File: src/rtl/ochg_pkg.sv
// types, constants and field layout for the obstacle cell height gate
package ochg_pkg;

  localparam int COUNT_MAX = 1023;
  localparam int CNT_W     = 10;
  localparam int H_W       = 16;
  localparam int MIN_W     = 15;
  localparam int IDX_W     = 2;
  localparam int IN_DATA_W  = 72;
  localparam int OUT_DATA_W = 80;

  // counts saturate at COUNT_MAX, clipped to what the field can hold
  localparam logic [CNT_W-1:0] CNT_LIMIT =
    CNT_W'((COUNT_MAX > (1 << CNT_W) - 1) ? (1 << CNT_W) - 1 : COUNT_MAX);

  typedef enum logic {
    KIND_SAMPLE = 1'b0,
    KIND_FINISH = 1'b1
  } kind_t;

  typedef enum logic [2:0] {
    ST_NONE       = 3'd0,
    ST_PROTRUSION = 3'd1,
    ST_DENSE      = 3'd2,
    ST_GEOMFAIL   = 3'd3,
    ST_OVERHEAD   = 3'd4,
    ST_EVIDENCE   = 3'd5,
    ST_HEIGHT     = 3'd6,
    ST_NOSAMPLES  = 3'd7
  } status_t;

  typedef enum logic [IDX_W-1:0] {
    REG_MIN_HEIGHT  = 2'd0,
    REG_STEP_UP     = 2'd1,
    REG_BODY_CEIL   = 2'd2,
    REG_UNUSED      = 2'd3
  } reg_idx_t;

  typedef struct packed {
    logic [MIN_W-1:0]  min_height;
    logic [MIN_W-1:0]  step_up;
    logic signed [H_W-1:0] body_ceiling;
  } cfg_t;

  typedef struct packed {
    status_t               status;
    logic signed [H_W-1:0] support;
    logic                  support_valid;
    logic signed [H_W-1:0] map_h;
    logic signed [H_W-1:0] body_h;
    logic signed [H_W-1:0] grav_h;
  } item_t;

  typedef struct packed {
    logic                  seen;
    logic [CNT_W-1:0]      sample_tally;
    logic [CNT_W-1:0]      pass_tally;
    logic signed [H_W-1:0] peak_map;
    logic signed [H_W-1:0] low_body;
    logic signed [H_W-1:0] low_grav;
    logic                  f_min;
    logic                  f_step;
    logic                  f_ceil;
    logic                  f_floor;
  } stats_t;

  typedef struct packed {
    status_t               final_code;
    logic                  wants_publish;
    logic                  had_samples;
    logic                  any_above_min;
    logic                  any_above_step;
    logic                  any_below_ceiling;
    logic                  any_above_floor;
    logic [CNT_W-1:0]      total_samples;
    logic [CNT_W-1:0]      passing_samples;
    logic signed [H_W-1:0] peak_map_height;
    logic signed [H_W-1:0] lowest_body_height;
    logic signed [H_W-1:0] lowest_gravity_height;
  } result_t;

endpackage

File: src/rtl/ochg_stats.sv
// per-item gate logic: next cell statistics and the finish decision
module ochg_stats (
  input  ochg_pkg::cfg_t   cfg,
  input  ochg_pkg::kind_t  kind,
  input  ochg_pkg::item_t  item,
  input  ochg_pkg::stats_t stats,
  output ochg_pkg::stats_t stats_next,
  output ochg_pkg::result_t res
);
  import ochg_pkg::*;

  logic signed [H_W+1:0] map_x;
  logic signed [H_W+1:0] min_lim;
  logic signed [H_W+1:0] step_lim;
  logic signed [H_W:0]   grav_x;
  logic signed [H_W:0]   floor_x;
  logic a_min;
  logic a_step;
  logic b_ceil;
  logic a_floor;
  logic published;

  // exact sums in 18 bits, no wrap possible
  assign map_x    = {{2{item.map_h[H_W-1]}}, item.map_h};
  assign min_lim  = {{2{item.support[H_W-1]}}, item.support} + {3'b000, cfg.min_height};
  assign step_lim = {{2{item.support[H_W-1]}}, item.support} + {3'b000, cfg.step_up};
  assign grav_x   = {item.grav_h[H_W-1], item.grav_h};
  assign floor_x  = {2'b00, cfg.min_height};

  assign a_min   = item.support_valid && (map_x >= min_lim);
  assign a_step  = item.support_valid && (map_x > step_lim);
  assign b_ceil  = item.body_h <= cfg.body_ceiling;
  assign a_floor = (item.status != ST_GEOMFAIL) || (grav_x >= floor_x);

  assign published = (item.status == ST_PROTRUSION) || (item.status == ST_DENSE) ||
                     (item.status == ST_GEOMFAIL) || (item.status == ST_OVERHEAD);

  always_comb begin
    stats_next = stats;
    unique case (kind)
      KIND_SAMPLE: begin
        stats_next.seen = 1'b1;
        if (!stats.seen) begin
          stats_next.peak_map = item.map_h;
          stats_next.low_body = item.body_h;
          stats_next.low_grav = item.grav_h;
        end else begin
          if (item.map_h > stats.peak_map) stats_next.peak_map = item.map_h;
          if (item.body_h < stats.low_body) stats_next.low_body = item.body_h;
          if (item.grav_h < stats.low_grav) stats_next.low_grav = item.grav_h;
        end
        if (stats.sample_tally < CNT_LIMIT) stats_next.sample_tally = stats.sample_tally + 1'b1;
        if (a_min && b_ceil && a_floor && (stats.pass_tally < CNT_LIMIT)) begin
          stats_next.pass_tally = stats.pass_tally + 1'b1;
        end
        stats_next.f_min   = stats.f_min | a_min;
        stats_next.f_step  = stats.f_step | a_step;
        stats_next.f_ceil  = stats.f_ceil | b_ceil;
        stats_next.f_floor = stats.f_floor | a_floor;
      end
      KIND_FINISH: stats_next = '0;
      default: stats_next = stats;
    endcase
  end

  always_comb begin
    priority if (!published)           res.final_code = item.status;
    else if (!stats.seen)              res.final_code = ST_NOSAMPLES;
    else if (stats.pass_tally == '0)   res.final_code = ST_HEIGHT;
    else                               res.final_code = item.status;
    res.wants_publish         = published || (item.status == ST_HEIGHT) ||
                                (item.status == ST_NOSAMPLES);
    res.had_samples           = stats.seen;
    res.any_above_min         = stats.f_min;
    res.any_above_step        = stats.f_step;
    res.any_below_ceiling     = stats.f_ceil;
    res.any_above_floor       = stats.f_floor;
    res.total_samples         = stats.sample_tally;
    res.passing_samples       = stats.pass_tally;
    res.peak_map_height       = stats.peak_map;
    res.lowest_body_height    = stats.low_body;
    res.lowest_gravity_height = stats.low_grav;
  end

endmodule

File: src/rtl/obstacle_cell_height_gate.sv
// obstacle cell height gate: an item enters the input register, then a finish loads its
// decision into the result register; throughput one item per cycle; a sample never stalls,
// a finish waits only while the result register is still held by the downstream side
// result register frees the input side: new items enter while a result waits
// synchronous active-high reset clears valids and cell statistics and loads
// register defaults min 100, step 150, ceiling 2000
module obstacle_cell_height_gate (
  input  logic                            clk,
  input  logic                            rst,
  input  logic                            s_axis_tvalid,
  output logic                            s_axis_tready,
  // status_code[2:0] support_height[18:3] support_valid[19] map_height[35:20]
  // body_height[51:36] gravity_height[67:52] zero[71:68]
  input  logic [ochg_pkg::IN_DATA_W-1:0]  s_axis_tdata,
  // kind[0]
  input  logic                            s_axis_tuser,
  output logic                            m_axis_tvalid,
  input  logic                            m_axis_tready,
  // final_code[2:0] wants_publish[3] had_samples[4] any_above_min[5]
  // any_above_step[6] any_below_ceiling[7] any_above_floor[8]
  // total_samples[18:9] passing_samples[28:19] peak_map_height[44:29]
  // lowest_body_height[60:45] lowest_gravity_height[76:61] zero[79:77]
  output logic [ochg_pkg::OUT_DATA_W-1:0] m_axis_tdata,
  input  logic                            cfg_valid,
  output logic                            cfg_ready,
  input  logic [ochg_pkg::IDX_W-1:0]      cfg_index,
  input  logic [ochg_pkg::H_W-1:0]        cfg_data
);
  import ochg_pkg::*;

  cfg_t    cfg;
  logic    in_valid;
  kind_t   in_kind;
  item_t   in_item;
  stats_t  stats;
  stats_t  stats_next;
  result_t res;
  logic    out_valid;
  result_t out_res;
  logic    in_advance;
  item_t   s_item;

  assign s_item.status        = status_t'(s_axis_tdata[2:0]);
  assign s_item.support       = s_axis_tdata[18:3];
  assign s_item.support_valid = s_axis_tdata[19];
  assign s_item.map_h         = s_axis_tdata[35:20];
  assign s_item.body_h        = s_axis_tdata[51:36];
  assign s_item.grav_h        = s_axis_tdata[67:52];

  // a sample always retires; a finish needs the result register free
  assign in_advance = in_valid &&
                      ((in_kind == KIND_SAMPLE) || !out_valid || m_axis_tready);
  assign s_axis_tready = !in_valid || in_advance;
  assign cfg_ready     = 1'b1;

  ochg_stats u_stats (
    .cfg        (cfg),
    .kind       (in_kind),
    .item       (in_item),
    .stats      (stats),
    .stats_next (stats_next),
    .res        (res)
  );

  always_ff @(posedge clk) begin
    if (rst) begin
      cfg.min_height   <= MIN_W'(100);
      cfg.step_up      <= MIN_W'(150);
      cfg.body_ceiling <= H_W'(2000);
    end else if (cfg_valid && cfg_ready) begin
      unique case (reg_idx_t'(cfg_index))
        REG_MIN_HEIGHT: cfg.min_height   <= cfg_data[MIN_W-1:0];
        REG_STEP_UP:    cfg.step_up      <= cfg_data[MIN_W-1:0];
        REG_BODY_CEIL:  cfg.body_ceiling <= cfg_data;
        REG_UNUSED:     cfg              <= cfg;
      endcase
    end
  end

  always_ff @(posedge clk) begin
    if (rst) begin
      in_valid <= 1'b0;
      in_kind  <= KIND_SAMPLE;
    end else if (s_axis_tvalid && s_axis_tready) begin
      in_valid <= 1'b1;
      in_kind  <= kind_t'(s_axis_tuser);
    end else if (in_advance) begin
      in_valid <= 1'b0;
    end
  end

  always_ff @(posedge clk) begin
    if (s_axis_tvalid && s_axis_tready) in_item <= s_item;
  end

  always_ff @(posedge clk) begin
    if (rst) begin
      stats <= '0;
    end else if (in_advance) begin
      stats <= stats_next;
    end
  end

  always_ff @(posedge clk) begin
    if (rst) begin
      out_valid <= 1'b0;
    end else if (in_advance && (in_kind == KIND_FINISH)) begin
      out_valid <= 1'b1;
    end else if (m_axis_tready) begin
      out_valid <= 1'b0;
    end
  end

  always_ff @(posedge clk) begin
    if (in_advance && (in_kind == KIND_FINISH)) out_res <= res;
  end

  assign m_axis_tvalid = out_valid;
  assign m_axis_tdata  = {3'b000,
                          out_res.lowest_gravity_height,
                          out_res.lowest_body_height,
                          out_res.peak_map_height,
                          out_res.passing_samples,
                          out_res.total_samples,
                          out_res.any_above_floor,
                          out_res.any_below_ceiling,
                          out_res.any_above_step,
                          out_res.any_above_min,
                          out_res.had_samples,
                          out_res.wants_publish,
                          out_res.final_code};

endmodule

File: config.mk
export PLATFORM = sky130hd
export DESIGN_NAME = obstacle_cell_height_gate
export DESIGN_NICKNAME = d
export VERILOG_FILES = /design/src/rtl/ochg_pkg.sv /design/src/rtl/ochg_stats.sv /design/src/rtl/obstacle_cell_height_gate.sv
export SDC_FILE = /design/constraint.sdc
export NUM_CORES = 1
export LEC_CHECK = 0
export CAP_MARGIN = 5
export CORE_MARGIN = 1
export CORE_UTILIZATION = 61
export CTS_CLUSTER_DIAMETER = 80
export DETAILED_ROUTE_END_ITERATION = 7
export DONT_BUFFER_PORTS = 1
export PLACE_DENSITY = 0.88
export SLEW_MARGIN = 20
export SYNTH_ARGS = -nofsm -noshare
export SYNTH_HDL_FRONTEND = slang
export SYNTH_SLANG_ARGS = --single-unit
File: constraint.sdc
create_clock -name clk -period 9.05 [get_ports clk]
set_input_delay 2.2625 -clock clk [delete_from_list [all_inputs] [get_ports clk]]
set_output_delay 2.2625 -clock clk [all_outputs]
set_load 0.01 [all_outputs]
==> impl_metrics.tcl <==
set metrics [dict create \
    clock_latency_ps 540 \
    cts_made_buffers 28 \
    fillers 1452 \
    vdd_drop_max_v 0.000202 \
    fin_crit_sh_pct 55.9 \
    endpoint_kind "primary output" \
    cts.clk_slew.worst_paths_ps 60 \
    fin_crit_ps 5060 \
    drc 0 \
    fin_cells 1576 \
    track_usage_pct 25.7 \
    wire_per_inst_um 18.7 \
    hold_viol_final 0 \
    start_kind "input pin" \
    coreArea_um2 21300 \
    port_buffers 0 \
    yosysMostFrequentCell "edfxtp_1" \
    ys.flop_type "edfxtp_1" \
    ant_nets 0 \
    nets 1519 \
    drive_gt1_share_pct 5.31 \
    path_class "input pin to primary output" \
    avgSynthCellArea_um2 10.5 \
    grt_pass1_vias 9162 \
    ys_types 63 \
    synthXorXnorAreaFrac_pct 1.95 \
    synth-simple-area-share_pct 15.8 \
    fp.dieArea_um2 22600 \
    cts_buffer_depth 3 \
    wl_um 29500 \
    die_w_um 150 \
    stdcell_area_um2 14700 \
    routed.top_layer "met5" \
    synth_area_leader_cell "edfxtp_1" \
    postCtsSetupBuffers 0 \
    ctsHoldBuffers 0 \
    max_slew_margin_pct 34.8 \
    rsz0062_at_grt "false" \
    placed_area_um2 13700 \
    synth_compound_area_share_pct 11.2 \
    fin_skew_ps 11.5 \
    via_count 9386 \
    synth_top_family_by_area "simple AND/OR/NAND/NOR gates" \
    antenna_found_initial 3 \
    ff2ff_setup_slack_ps 4430 \
    met1_length_um 12000 \
    p_leak_nw 5.66 \
    initialDrtViolationCount 554 \
    dp_hpwl_um 20700 \
    tns_ps 0 \
    required_ps 6790 \
    firstDrtPassIters 7 \
    synthToLayoutAreaGrowth_pct 9.02 \
    ys_seq_area_share_pct 50.5 \
    cts_tree "built" \
    syn_area_um2 13400 \
    netlist_top_cells_count "edfxtp_1 (145), ha_1 (144), dfxtp_1 (122)" \
    cts_resized 0 \
    cap_violations 0 \
    drt-vias-per-instance 5.96 \
    synthMuxAreaShare_pct 2.61 \
    yosysWarnings 0 \
    cts.sinks 267 \
    dp_cells 1521 \
    synthCells 1279 \
    synth_fa_ha_area_share_pct 13.7 \
    power_density_nw_per_um2 199 \
    timing.fmax_ghz 0.198 \
    num_rows 53 \
    grt_pass1_wl_um 45500 \
    synth-edff-count 145 \
    crit_fanout 3 \
    setup_violations 0 \
    wl_met2_um 14200 \
    synth.top_cells.by_area "edfxtp_1 (32%), dfxtp_1 (18%), ha_1 (13%)" \
    ys_ff_latch 267 \
    tightest_slew_ps 978 \
    initial_core_util_pct 63.2 \
    wl_met3_um 2310 \
    cts_root_buffer "clkbuf_16" \
    total_power_mw 2.92 \
    timing.hold.ws_ps 439 \
    status "finished clean" \
    place.gp.congestion 0.872 \
    overflow 0 \
    fp.dieH_um 150 \
    synth-async-reset-ratio_pct 0 \
    io_pins 179 \
    drv_slew 0 \
    htree_levels 1 \
    grt_max_degree 104 \
    critPathArrivalTime_ps 2800 \
    hp-class "flip-flop to flip-flop" \
    yosysTopAreaCellShare_pct 32.4 \
]
[sequential cells by signal, summed over array words and instances (netlist names)]
signal         flops
m_axis_tvalid      1
in_valid           1
m_axis_tdata      77
cfg               46
in_kind            1
stats             73
in_item           68
[placed cells by master (no fill, tap or decap), types with 5 or more instances in the layout]
| cell | netlist | routed |
|---|---|---|
| edfxtp_1 | 145 | 145 |
| ha_1 | 144 | 144 |
| dfxtp_1 | 122 | 121 |
| nand2_1 | 120 | 120 |
| nor2_1 | 105 | 105 |
| inv_1 | 103 | 103 |
| a21oi_1 | 95 | 95 |
| nor2b_1 | 41 | 41 |
| mux2i_1 | 35 | 35 |
| clkbuf_16 | 0 | 32 |
| o21ai_0 | 31 | 31 |
| nand2b_1 | 28 | 28 |
| nand3_1 | 26 | 26 |
| nand3b_1 | 21 | 21 |
| xor2_1 | 19 | 19 |
| a21o_1 | 16 | 16 |
| a211o_1 | 15 | 15 |
| a211oi_1 | 13 | 13 |
| nand4_1 | 13 | 13 |
| nor3_1 | 11 | 11 |
| xnor2_1 | 11 | 11 |
| o211ai_1 | 10 | 10 |
| and3_1 | 10 | 9 |
| o21a_1 | 9 | 9 |
| or3_1 | 8 | 8 |
| or2_2 | 7 | 7 |
| or4_1 | 7 | 7 |
| clkbuf_8 | 0 | 7 |
| o21ai_1 | 6 | 6 |
| a31oi_1 | 6 | 6 |
| and2_1 | 6 | 5 |
[through the flow]
stage	setup WS (ps)	util, %
floorplan	3930	-
global placement	4050	64.2
detailed placement	4010	64.2
CTS	3980	68.7
global route	3920	68.8
finish	3990	68.9
[layer usage]
layer	global-route usage, %	up-vias
li1	-	4559
met1	31.4	4459
met2	43.9	299
met3	6.33	65
met4	9.39	4
met5	0	-
[report_power, final]
group	internal [mW]	switching, mW
Combinational	0.159	0.203
Sequential	1.34	0.0500
Clock	0.697	0.476
Total	2.19	0.729
[worst max-delay path, stage by stage]
cell     delay, ps
nor2b_1        200
and3_1         240
inv_1          100
[path summary, 6_finish.rpt]
kind / startpoint / endpoint / depth (start not counted)
min reg2reg: stats[0] / m_axis_tdata[8] / 0
max reg2reg: cfg[31] / stats[55] / 19
max: m_axis_tready / s_axis_tready / 3
min: stats[0] / m_axis_tdata[8] / 0
[final cells by class]
| class | instances | area [um^2] | area share [%] |
|---|---|---|---|
| flip-flops and latches | 267 | 6800 | 46.4 |
| multi-input cells | 873 | 6110 | 41.7 |
| clock buffers | 43 | 912 | 6.22 |
| inverters | 103 | 387 | 2.64 |
| well taps | 275 | 344 | 2.35 |
| clock inverters | 9 | 56.3 | 0.384 |
| repair buffers | 4 | 42.5 | 0.290 |
| diodes | 2 | 5.00 | 0.0341 |
[cells by family after synthesis]
family / Yosys count
mux: 35
simple gates: 423
xor+xnor: 30
fa+ha+maj: 146
flops: 267
other cells: 2
compound gates: 235
buf+inv: 141
(Power assumes the default switching activity.)
